File: src/rtl/dfs_pkg.sv
// ----------------------------------------------------------------------------
// dfs_pkg
// Types and constants shared by the delimited field splitter and its
// result queue.
// ----------------------------------------------------------------------------
`default_nettype none

package dfs_pkg;

  typedef enum logic {
    KIND_FIELD   = 1'b0,
    KIND_SUMMARY = 1'b1
  } rec_kind_e;

  typedef enum logic [1:0] {
    CLASS_DATA    = 2'd0,
    CLASS_EMPTY   = 2'd1,
    CLASS_COMMENT = 2'd2
  } line_class_e;

  // configuration register indexes
  localparam logic [1:0] CFG_DELIMITER = 2'd0;
  localparam logic [1:0] CFG_COMMENT   = 2'd1;
  localparam logic [1:0] CFG_LIMIT     = 2'd2;

  localparam logic [7:0] DELIMITER_RESET = 8'd44;
  localparam logic [7:0] COMMENT_RESET   = 8'd35;
  localparam logic [5:0] LIMIT_RESET     = 6'd32;
  localparam int unsigned LIMIT_CAP      = 32;

  typedef struct packed {
    rec_kind_e   kind;
    logic [4:0]  field_number;
    logic [7:0]  field_offset;
    logic [8:0]  field_size;
    logic [5:0]  line_field_count;
    logic [15:0] line_index;
    line_class_e line_class;
    logic        line_overflow;
    logic        run_last;
  } rec_t;

endpackage

`default_nettype wire

File: src/rtl/dfs_rec_queue.sv
// ----------------------------------------------------------------------------
// dfs_rec_queue
// Three-entry result queue: takes up to two records per cycle, gives one
// record per beat from its head.
// ----------------------------------------------------------------------------
`default_nettype none

module dfs_rec_queue (
  input  wire logic          clk_i,
  input  wire logic          rst_ni,
  input  wire logic          push_a_i,
  input  wire dfs_pkg::rec_t rec_a_i,
  input  wire logic          push_b_i,
  input  wire dfs_pkg::rec_t rec_b_i,
  input  wire logic          pop_i,
  output dfs_pkg::rec_t      head_o,
  output logic [1:0]         count_o
);

  localparam int unsigned Depth = 3;

  dfs_pkg::rec_t slots_q [Depth];
  dfs_pkg::rec_t slots_d [Depth];
  logic [1:0]    count_q, count_d;
  logic [1:0]    keep;
  logic [1:0]    idx_a, idx_b;

  always_comb begin
    keep  = count_q - {1'b0, pop_i};
    idx_a = keep;
    idx_b = keep + {1'b0, push_a_i};
    for (int i = 0; i < Depth; i++) begin
      if (pop_i && i < Depth - 1) begin
        slots_d[i] = slots_q[i + 1];
      end else begin
        slots_d[i] = slots_q[i];
      end
    end
    if (push_a_i) begin
      slots_d[idx_a] = rec_a_i;
    end
    if (push_b_i) begin
      slots_d[idx_b] = rec_b_i;
    end
    count_d = keep + {1'b0, push_a_i} + {1'b0, push_b_i};
  end

  always_ff @(posedge clk_i or negedge rst_ni) begin
    if (!rst_ni) begin
      count_q <= '0;
    end else begin
      count_q <= count_d;
    end
  end

  always_ff @(posedge clk_i) begin
    for (int i = 0; i < Depth; i++) begin
      slots_q[i] <= slots_d[i];
    end
  end

  assign head_o  = slots_q[0];
  assign count_o = count_q;

  a_count_range : assert property (@(posedge clk_i) disable iff (!rst_ni)
    count_q != 2'd3 || !(push_a_i || push_b_i))
    else $error("queue pushed while full");

  a_push_room : assert property (@(posedge clk_i) disable iff (!rst_ni)
    (push_a_i || push_b_i) |-> (count_q <= 2'd1))
    else $error("push without room for two records");

  a_drain : assert property (@(posedge clk_i) disable iff (!rst_ni)
    (pop_i && count_q == 2'd1 && !push_a_i && !push_b_i) |=> (count_q == 2'd0))
    else $error("queue did not drain");

  a_pop_valid : assert property (@(posedge clk_i) disable iff (!rst_ni)
    pop_i |-> (count_q != 2'd0))
    else $error("pop from empty queue");

endmodule

`default_nettype wire

File: src/rtl/delimited_field_splitter.sv
// ----------------------------------------------------------------------------
// delimited_field_splitter
// Splits byte-serial text lines into fields at a configurable delimiter and
// gives a field record per field up to the field limit (none on comment lines) plus a summary record per line.
// ----------------------------------------------------------------------------
// a record enters the result queue when its byte is taken and is offered once it reaches the queue head
// throughput: one byte per cycle while each byte gives at most one record and the receiver does not stall;
//   a byte giving a field and a summary needs two output beats
// the byte is taken when the three-entry result queue holds at most one record
// reset clears line state, line counter, queue and sets config to defaults
`default_nettype none

module delimited_field_splitter #(
  parameter int unsigned MAX_LINE   = 256,
  parameter int unsigned MAX_FIELDS = 32
) (
  input  wire logic        clk_i,
  input  wire logic        rst_ni,
  // input bytes
  input  wire logic        in_valid_i,
  output logic             in_stall_o,
  input  wire logic [7:0]  text_byte_i,
  input  wire logic        line_end_i,
  input  wire logic        file_restart_i,
  // configuration writes
  input  wire logic        cfg_valid_i,
  output logic             cfg_ready_o,
  input  wire logic [1:0]  cfg_index_i,
  input  wire logic [7:0]  cfg_data_i,
  // result records
  output logic             out_valid_o,
  input  wire logic        out_stall_i,
  output logic             record_kind_o,
  output logic [4:0]       field_number_o,
  output logic [7:0]       field_offset_o,
  output logic [8:0]       field_size_o,
  output logic [5:0]       line_field_count_o,
  output logic [15:0]      line_index_o,
  output logic [1:0]       line_class_o,
  output logic             line_overflow_o,
  output logic             run_last_o
);

  localparam int unsigned PosW = $clog2(MAX_LINE + 1);
  localparam int unsigned Cap  = (MAX_FIELDS < dfs_pkg::LIMIT_CAP) ?
                                 MAX_FIELDS : dfs_pkg::LIMIT_CAP;

  // configuration
  logic [7:0] delim_q, comment_q;
  logic [5:0] limit_q;

  // line state
  logic [PosW-1:0] pos_q, pos_d;
  logic [5:0]      found_q, found_d;
  logic [PosW-1:0] start_q, start_d;
  logic [PosW-1:0] nsend_q, nsend_d;
  logic            nonsp_q, nonsp_d;
  logic            cmt_q, cmt_d;
  logic [15:0]     line_q, line_d;
  logic            ovf_q, ovf_d;

  logic            accept;
  logic            pop;
  logic [1:0]      q_count;
  logic [5:0]      lim;
  logic            is_ws;
  logic            field_v;
  logic [4:0]      field_num;
  logic [PosW-1:0] field_start;
  logic [PosW-1:0] field_len;
  dfs_pkg::rec_t   field_rec, summ_rec, head;
  dfs_pkg::line_class_e cls;

  assign accept      = in_valid_i && !in_stall_o;
  assign in_stall_o  = (q_count > 2'd1);
  assign cfg_ready_o = 1'b1;

  always_comb begin
    lim = limit_q;
    if (lim == 6'd0) begin
      lim = 6'd1;
    end
    if (lim > 6'(Cap)) begin
      lim = 6'(Cap);
    end
    is_ws = text_byte_i inside {8'd32, [8'd9:8'd13]};
  end

  always_comb begin
    pos_d       = pos_q;
    found_d     = found_q;
    start_d     = start_q;
    nsend_d     = nsend_q;
    nonsp_d     = nonsp_q;
    cmt_d       = cmt_q;
    line_d      = line_q;
    ovf_d       = ovf_q;
    field_v     = 1'b0;
    field_num   = '0;
    field_start = '0;
    field_len   = '0;
    cls         = dfs_pkg::CLASS_DATA;

    if (file_restart_i) begin
      pos_d   = '0;
      found_d = '0;
      start_d = '0;
      nsend_d = '0;
      nonsp_d = 1'b0;
      cmt_d   = 1'b0;
      ovf_d   = 1'b0;
      line_d  = '0;
    end
    if (pos_d == '0) begin
      cmt_d = (text_byte_i == comment_q);
    end

    if (32'(pos_d) >= 32'(MAX_LINE)) begin
      ovf_d = 1'b1;
    end else begin
      if (found_d < lim) begin
        if (text_byte_i == delim_q) begin
          field_v     = !cmt_d;
          field_num   = found_d[4:0];
          field_start = start_d;
          field_len   = pos_d - start_d;
          found_d     = found_d + 6'd1;
          start_d     = pos_d + 1'b1;
          nsend_d     = pos_d + 1'b1;
          nonsp_d     = 1'b0;
        end else if (!is_ws) begin
          nonsp_d = 1'b1;
          nsend_d = pos_d + 1'b1;
        end
      end
      pos_d = pos_d + 1'b1;
    end

    if (line_end_i) begin
      // trailing field: only when it holds something other than whitespace
      if (found_d < lim && nonsp_d) begin
        field_v     = !cmt_d;
        field_num   = found_d[4:0];
        field_start = start_d;
        field_len   = nsend_d - start_d;
        found_d     = found_d + 6'd1;
      end
      if (line_d != 16'hFFFF) begin
        line_d = line_d + 16'd1;
      end
      if (found_d == 6'd0) begin
        cls = dfs_pkg::CLASS_EMPTY;
      end else if (cmt_d) begin
        cls = dfs_pkg::CLASS_COMMENT;
      end else begin
        cls = dfs_pkg::CLASS_DATA;
      end
    end
  end

  always_comb begin
    field_rec                  = '0;
    field_rec.kind             = dfs_pkg::KIND_FIELD;
    field_rec.field_number     = field_num;
    field_rec.field_offset     = (32'(field_start) > 32'd255) ? 8'hFF : 8'(field_start);
    field_rec.field_size       = (32'(field_len) > 32'd511) ? 9'h1FF : 9'(field_len);
    field_rec.line_class       = dfs_pkg::CLASS_DATA;
    field_rec.run_last         = !line_end_i;

    summ_rec                   = '0;
    summ_rec.kind              = dfs_pkg::KIND_SUMMARY;
    summ_rec.line_field_count  = (cls == dfs_pkg::CLASS_DATA) ? found_d : 6'd0;
    summ_rec.line_index        = line_d;
    summ_rec.line_class        = cls;
    summ_rec.line_overflow     = ovf_d;
    summ_rec.run_last          = 1'b1;
  end

  always_ff @(posedge clk_i or negedge rst_ni) begin
    if (!rst_ni) begin
      delim_q   <= dfs_pkg::DELIMITER_RESET;
      comment_q <= dfs_pkg::COMMENT_RESET;
      limit_q   <= dfs_pkg::LIMIT_RESET;
    end else if (cfg_valid_i && cfg_ready_o) begin
      case (cfg_index_i)
        dfs_pkg::CFG_DELIMITER: delim_q   <= cfg_data_i;
        dfs_pkg::CFG_COMMENT:   comment_q <= cfg_data_i;
        dfs_pkg::CFG_LIMIT:     limit_q   <= cfg_data_i[5:0];
        default: ;
      endcase
    end
  end

  always_ff @(posedge clk_i or negedge rst_ni) begin
    if (!rst_ni) begin
      pos_q   <= '0;
      found_q <= '0;
      start_q <= '0;
      nsend_q <= '0;
      nonsp_q <= 1'b0;
      cmt_q   <= 1'b0;
      line_q  <= '0;
      ovf_q   <= 1'b0;
    end else if (accept) begin
      line_q <= line_d;
      if (line_end_i) begin
        pos_q   <= '0;
        found_q <= '0;
        start_q <= '0;
        nsend_q <= '0;
        nonsp_q <= 1'b0;
        cmt_q   <= 1'b0;
        ovf_q   <= 1'b0;
      end else begin
        pos_q   <= pos_d;
        found_q <= found_d;
        start_q <= start_d;
        nsend_q <= nsend_d;
        nonsp_q <= nonsp_d;
        cmt_q   <= cmt_d;
        ovf_q   <= ovf_d;
      end
    end
  end

  assign pop = out_valid_o && !out_stall_i;

  dfs_rec_queue u_queue (
    .clk_i    (clk_i),
    .rst_ni   (rst_ni),
    .push_a_i (accept && field_v),
    .rec_a_i  (field_rec),
    .push_b_i (accept && line_end_i),
    .rec_b_i  (summ_rec),
    .pop_i    (pop),
    .head_o   (head),
    .count_o  (q_count)
  );

  assign out_valid_o        = (q_count != 2'd0);
  assign record_kind_o      = head.kind;
  assign field_number_o     = head.field_number;
  assign field_offset_o     = head.field_offset;
  assign field_size_o       = head.field_size;
  assign line_field_count_o = head.line_field_count;
  assign line_index_o       = head.line_index;
  assign line_class_o       = head.line_class;
  assign line_overflow_o    = head.line_overflow;
  assign run_last_o         = head.run_last;

  a_line_clears : assert property (@(posedge clk_i) disable iff (!rst_ni)
    (accept && line_end_i) |=> (pos_q == '0 && found_q == 6'd0))
    else $error("line state not cleared after line end");

  a_found_limit : assert property (@(posedge clk_i) disable iff (!rst_ni)
    found_q <= 6'(Cap))
    else $error("field count beyond limit");

  a_pos_bound : assert property (@(posedge clk_i) disable iff (!rst_ni)
    32'(pos_q) <= 32'(MAX_LINE))
    else $error("byte position beyond line length");

  a_start_order : assert property (@(posedge clk_i) disable iff (!rst_ni)
    (start_q <= nsend_q) && (nsend_q <= pos_q))
    else $error("field start and end out of order");

endmodule

`default_nettype wire

File: config.mk
export PLATFORM = sky130hd
export DESIGN_NAME = delimited_field_splitter
export DESIGN_NICKNAME = d
export VERILOG_FILES = /design/src/rtl/dfs_pkg.sv /design/src/rtl/dfs_rec_queue.sv /design/src/rtl/delimited_field_splitter.sv
export SDC_FILE = /design/constraint.sdc
export NUM_CORES = 1
export LEC_CHECK = 0
export ABC_AREA = 0
export BUFFER_PORTS_ARGS = -buffer_cell sky130_fd_sc_hd__buf_4
export CORE_MARGIN = 2
export CORE_UTILIZATION = 30
export CTS_CLUSTER_SIZE = 40
export DETAILED_ROUTE_END_ITERATION = 16
export HOLD_SLACK_MARGIN = 0.12
export SYNTH_ARGS = -nofsm -noshare
export SYNTH_HDL_FRONTEND = slang
export SYNTH_SLANG_ARGS = --single-unit
export TNS_END_PERCENT = 5
File: constraint.sdc
create_clock -name clk_i -period 7.8 [get_ports clk_i]
set_input_delay 0.78 -clock clk_i [delete_from_list [all_inputs] [get_ports clk_i]]
set_output_delay 0.78 -clock clk_i [all_outputs]
set_load 0.05 [all_outputs]
==> flow_summary.json <==
{
  "outcome": "finished, final reports clean",
  "yosys_most_used_dff": "sky130_fd_sc_hd__dfxtp_1",
  "fin_nets": 1431,
  "placement.io_buffers": 75,
  "fp.coreArea_um2": 39900,
  "cts-hold-fix-buffers": 0,
  "timing.reg2reg.worst_path_depth": 22,
  "crit_start": "file_restart_i",
  "tritoncts.num_buffers": 26,
  "clkTransAtPathRegs_ns": 0.06,
  "ant_nets": 0,
  "pre_cts_ws_ns": 0.966,
  "clock-root-buffer": "sky130_fd_sc_hd__clkbuf_16",
  "start_kind": "input pin",
  "layout-drive-gt1-share_pct": 14.6,
  "clk_path_buf_depth": 3,
  "drt_first_iter_violations": 670,
  "postSynthAreaPerCell_um2": 8.77,
  "maxCapViolations": 0,
  "die_width_um": 206,
  "cts_max_level": 1,
  "final-hold-violation-count": 0,
  "setup_violations": 0,
  "synthCells": 1390,
  "timing.final.crit_period_ns": 6.39,
  "final_cell_area_um2": 13600,
  "worstHoldPathType": "in -> async",
  "cts_tree": "yes",
  "ys_seq_elements": 223,
  "number_of_distinct_standard_cells_referenced_by_the_synthesized_netlist": 81,
  "clock_insertion_delay_worst_skew_ns": 0.54,
  "std_cell_rows": 73,
  "slew-limit-headroom_pct": 17.8,
  "antenna-diode-count": 0,
  "synthesis.yosys.warnings": 0,
  "post_route_insts_no_fill": 1914,
  "die_footprint_um2": 42300,
  "worst-slew-pin-transition_ns": 1.23,
  "timing.rr.start": "limit_q[5]$_DFFE_PN1P_",
  "syn_to_final_growth_pct": 11.6,
  "grt_pass1_wl_um": 51400,
  "totalWireLength_um": 31800,
  "numClockSinks": 223,
  "clock.fmax_mhz": 157,
  "synth.net_count": 1452,
  "gr-total-overflow": 0,
  "postCtsSetupRepairBufs": 0,
  "die_height_um": 206,
  "dr.pass1.iters": 5,
  "r2r-end": "u_queue.slots_q[0][105]$_DFF_P_",
  "track_usage_pct": 15.0,
  "critical_path.endpoint": "u_queue.slots_q[0][105]$_DFF_P_",
  "ys_seq_area_share_pct": 39.8,
  "synth-edff-count": 0,
  "setup_repair_after_global_routing_missed_its_margin": "false",
  "fin_ws_ns": 1.41,
  "grt_antenna_before_repair": 0,
  "ys_async_rst_share_pct": 34.1,
  "power-per-cell-area_nw_per_um2": 306,
  "place_area_um2": 12800,
  "post_cts_resize_count": 0,
  "power.total_mw": 4.17,
  "grt_pass1_vias": 9260,
  "critPathArrivalTime_ns": 6.86,
  "top_level_ports": 77,
  "final_min_period_over_clock_period_pct": 81.9,
  "vdd_ir_drop_max_mv": 0.150,
  "total_leakage_power_nw": 5.55,
  "cp.required_ns": 8.27,
  "drc": 0,
  "path_max_fanout": 40,
  "post_synth_instance_area_um2": 12200,
  "fin_tns_setup_ns": 0,
  "worstSetupEndpointType": "flop",
  "clock_skew_ns": 0.0139,
  "routabilityCongestion": 0.870,
  "detailed_route_wire_length_per_cell_um": 16.6,
  "placed_cells_incl_taps": 1866,
  "place.detailed.hpwl_um": 21500,
  "effective_utilization_at_floorplan_pct": 30.5,
  "setup.reg_to_reg.worst_slack_ns": 1.49,
  "setup_cp_type": "in -> reg",
  "detailroute.via_count": 9710,
  "routed_via_density": 5.07,
  "timing.final.max_slew_violations": 0,
  "grt_start_max_net_pins": 89
}
[logic make-up after synthesis]
| kind of cell | after synthesis | share of synthesized area [%] |
|---|---|---|
| AOI/OAI and AO/OA | 374 | 21.4 |
| xor gates and xnor gates | 61 | 4.56 |
| adders and majority gates | 37 | 3.92 |
| buffers and inverters | 172 | 7.35 |
| DFF | 223 | 39.8 |
| muxes | 57 | 4.91 |
| other | 1 | 0.0308 |
| and+or+nand+nor | 465 | 18.0 |
[flip-flops by register name (all words and copies together), names as in the netlist]
name and cells:
nonsp_q 1, pos_q 9, start_q 9, comment_q 8, found_q 6, line_q 16, limit_q 6, delim_q 8
u_queue.slots_q 147, cmt_q 1, ovf_q 1, u_queue.count_o 2, nsend_q 9
[worst min path at each step]
| stage | to | cells after the start | slack, ns | startpoint |
|---|---|---|---|---|
| 3_3_place_gp | u_queue.slots_q[0][120]$_DFF_P_ | 2 | 0.44 | u_queue.slots_q[0][120]$_DFF_P_ |
| 4_1_cts | line_q[10]$_DFFE_PN0P_ | 1 | 0.45 | rst_ni |
| 6_report | line_q[10]$_DFFE_PN0P_ | 1 | 0.41 | rst_ni |
| 3_5_place_dp | u_queue.slots_q[0][120]$_DFF_P_ | 2 | 0.45 | u_queue.slots_q[0][120]$_DFF_P_ |
| 5_1_grt | comment_q[6]$_DFFE_PN0P_ | 2 | 0.48 | cfg_data_i[6] |
| 2_1_floorplan | u_queue.slots_q[0][146]$_DFF_P_ | 2 | 0.42 | u_queue.slots_q[0][146]$_DFF_P_ |
[cell usage after synthesis (24+ instances only)]
library cell | count | area [um2]
sky130_fd_sc_hd__nand2_1 | 230 | 863
sky130_fd_sc_hd__and2_1 | 46 | 288
sky130_fd_sc_hd__o21ai_0 | 102 | 510
sky130_fd_sc_hd__xnor2_1 | 26 | 228
sky130_fd_sc_hd__a21oi_1 | 44 | 220
sky130_fd_sc_hd__xor2_1 | 33 | 289
sky130_fd_sc_hd__inv_1 | 29 | 109
sky130_fd_sc_hd__nand3_1 | 39 | 195
sky130_fd_sc_hd__buf_4 | 52 | 390
sky130_fd_sc_hd__ha_1 | 35 | 438
sky130_fd_sc_hd__clkbuf_1 | 65 | 244
sky130_fd_sc_hd__nor2_1 | 51 | 191
sky130_fd_sc_hd__mux2i_1 | 35 | 350
sky130_fd_sc_hd__a211oi_1 | 79 | 593
sky130_fd_sc_hd__dfxtp_1 | 147 | 2940
sky130_fd_sc_hd__dfrtp_1 | 69 | 1730
sky130_fd_sc_hd__nor2b_1 | 24 | 150
sky130_fd_sc_hd__o22ai_1 | 34 | 213
[report_power, final]
group | switching, mW | total (mW) | leakage [nW] | internal [mW]
combinational | 0.926 | 1.45 | 2.95 | 0.523
sequential | 0.136 | 1.53 | 2.20 | 1.39
clock | 0.485 | 1.19 | 0.409 | 0.703
total | 1.55 | 4.17 | 5.55 | 2.62
[metrics by stage]
| stage | util, % | hold WS, ns |
|---|---|---|
| after floorplan | - | 0.422 |
| after global placement | 32.0 | 0.436 |
| after detailed placement | 32.0 | 0.446 |
| after CTS | 34.1 | 0.450 |
| after global routing | 34.1 | 0.476 |
| final | 34.1 | 0.406 |
[cell usage in the layout (no fill, tap or decap), drive strengths merged, types with 4 or more instances in the layout]
| cell | n |
|---|---|
| a211oi | 100 |
| a21o | 14 |
| a21oi | 46 |
| a22o | 14 |
| a22oi | 14 |
| a31oi | 4 |
| and2 | 47 |
| and3 | 10 |
| buf | 93 |
| clkbuf | 46 |
| dfrtp | 69 |
| dfstp | 7 |
| dfxtp | 147 |
| ha | 35 |
| inv | 31 |
| mux2 | 22 |
| mux2i | 35 |
| nand2 | 231 |
| nand2b | 5 |
| nand3 | 39 |
| nand3b | 4 |
| nand4 | 7 |
| nor2 | 51 |
| nor2b | 24 |
| nor3 | 10 |
| nor4 | 8 |
| o211ai | 5 |
| o21ai | 104 |
| o21bai | 5 |
| o22ai | 35 |
| o31ai | 6 |
| or3 | 16 |
| xnor2 | 27 |
| xor2 | 33 |
[layout make-up]
type | instances | area (um2)
fillers | 4080 | 26300
multi-input cells | 995 | 6440
flip-flops and latches | 223 | 4850
clock buffers | 46 | 816
repair buffers | 93 | 698
well taps | 525 | 657
inverters | 30 | 113
clock inverters | 2 | 22.5
[metal layers]
layer / GRT usage (%) / routed length (um)
met2: 22.0 / 13200
met4: 3.47 / 668
met5: 0 / 0
met1: 22.8 / 16200
met3: 2.47 / 1660
[critical path, cell delays in order]
cell                        delay [ns]
sky130_fd_sc_hd__buf_4            0.34
sky130_fd_sc_hd__inv_1            0.13
sky130_fd_sc_hd__nand2_1          0.15
sky130_fd_sc_hd__inv_1            0.12
sky130_fd_sc_hd__ha_1             0.20
sky130_fd_sc_hd__a21o_1           0.20
sky130_fd_sc_hd__a211o_1          0.33
sky130_fd_sc_hd__a21oi_2          0.45
sky130_fd_sc_hd__nand3_1          0.17
sky130_fd_sc_hd__xnor2_1          0.32
sky130_fd_sc_hd__inv_1            0.20
sky130_fd_sc_hd__ha_1             0.24
sky130_fd_sc_hd__a21o_1           0.15
sky130_fd_sc_hd__a21o_1           0.16
sky130_fd_sc_hd__a21oi_1          0.20
sky130_fd_sc_hd__o211ai_1         0.22
sky130_fd_sc_hd__a2111oi_4        0.28
sky130_fd_sc_hd__o21a_2           0.22
sky130_fd_sc_hd__ha_1             0.17
sky130_fd_sc_hd__xnor2_1          0.25
sky130_fd_sc_hd__or3_1            1.01
sky130_fd_sc_hd__buf_4            0.33
sky130_fd_sc_hd__nand3_1          0.08
sky130_fd_sc_hd__o21ai_0          0.11
Power figures use the tool's default switching activity.
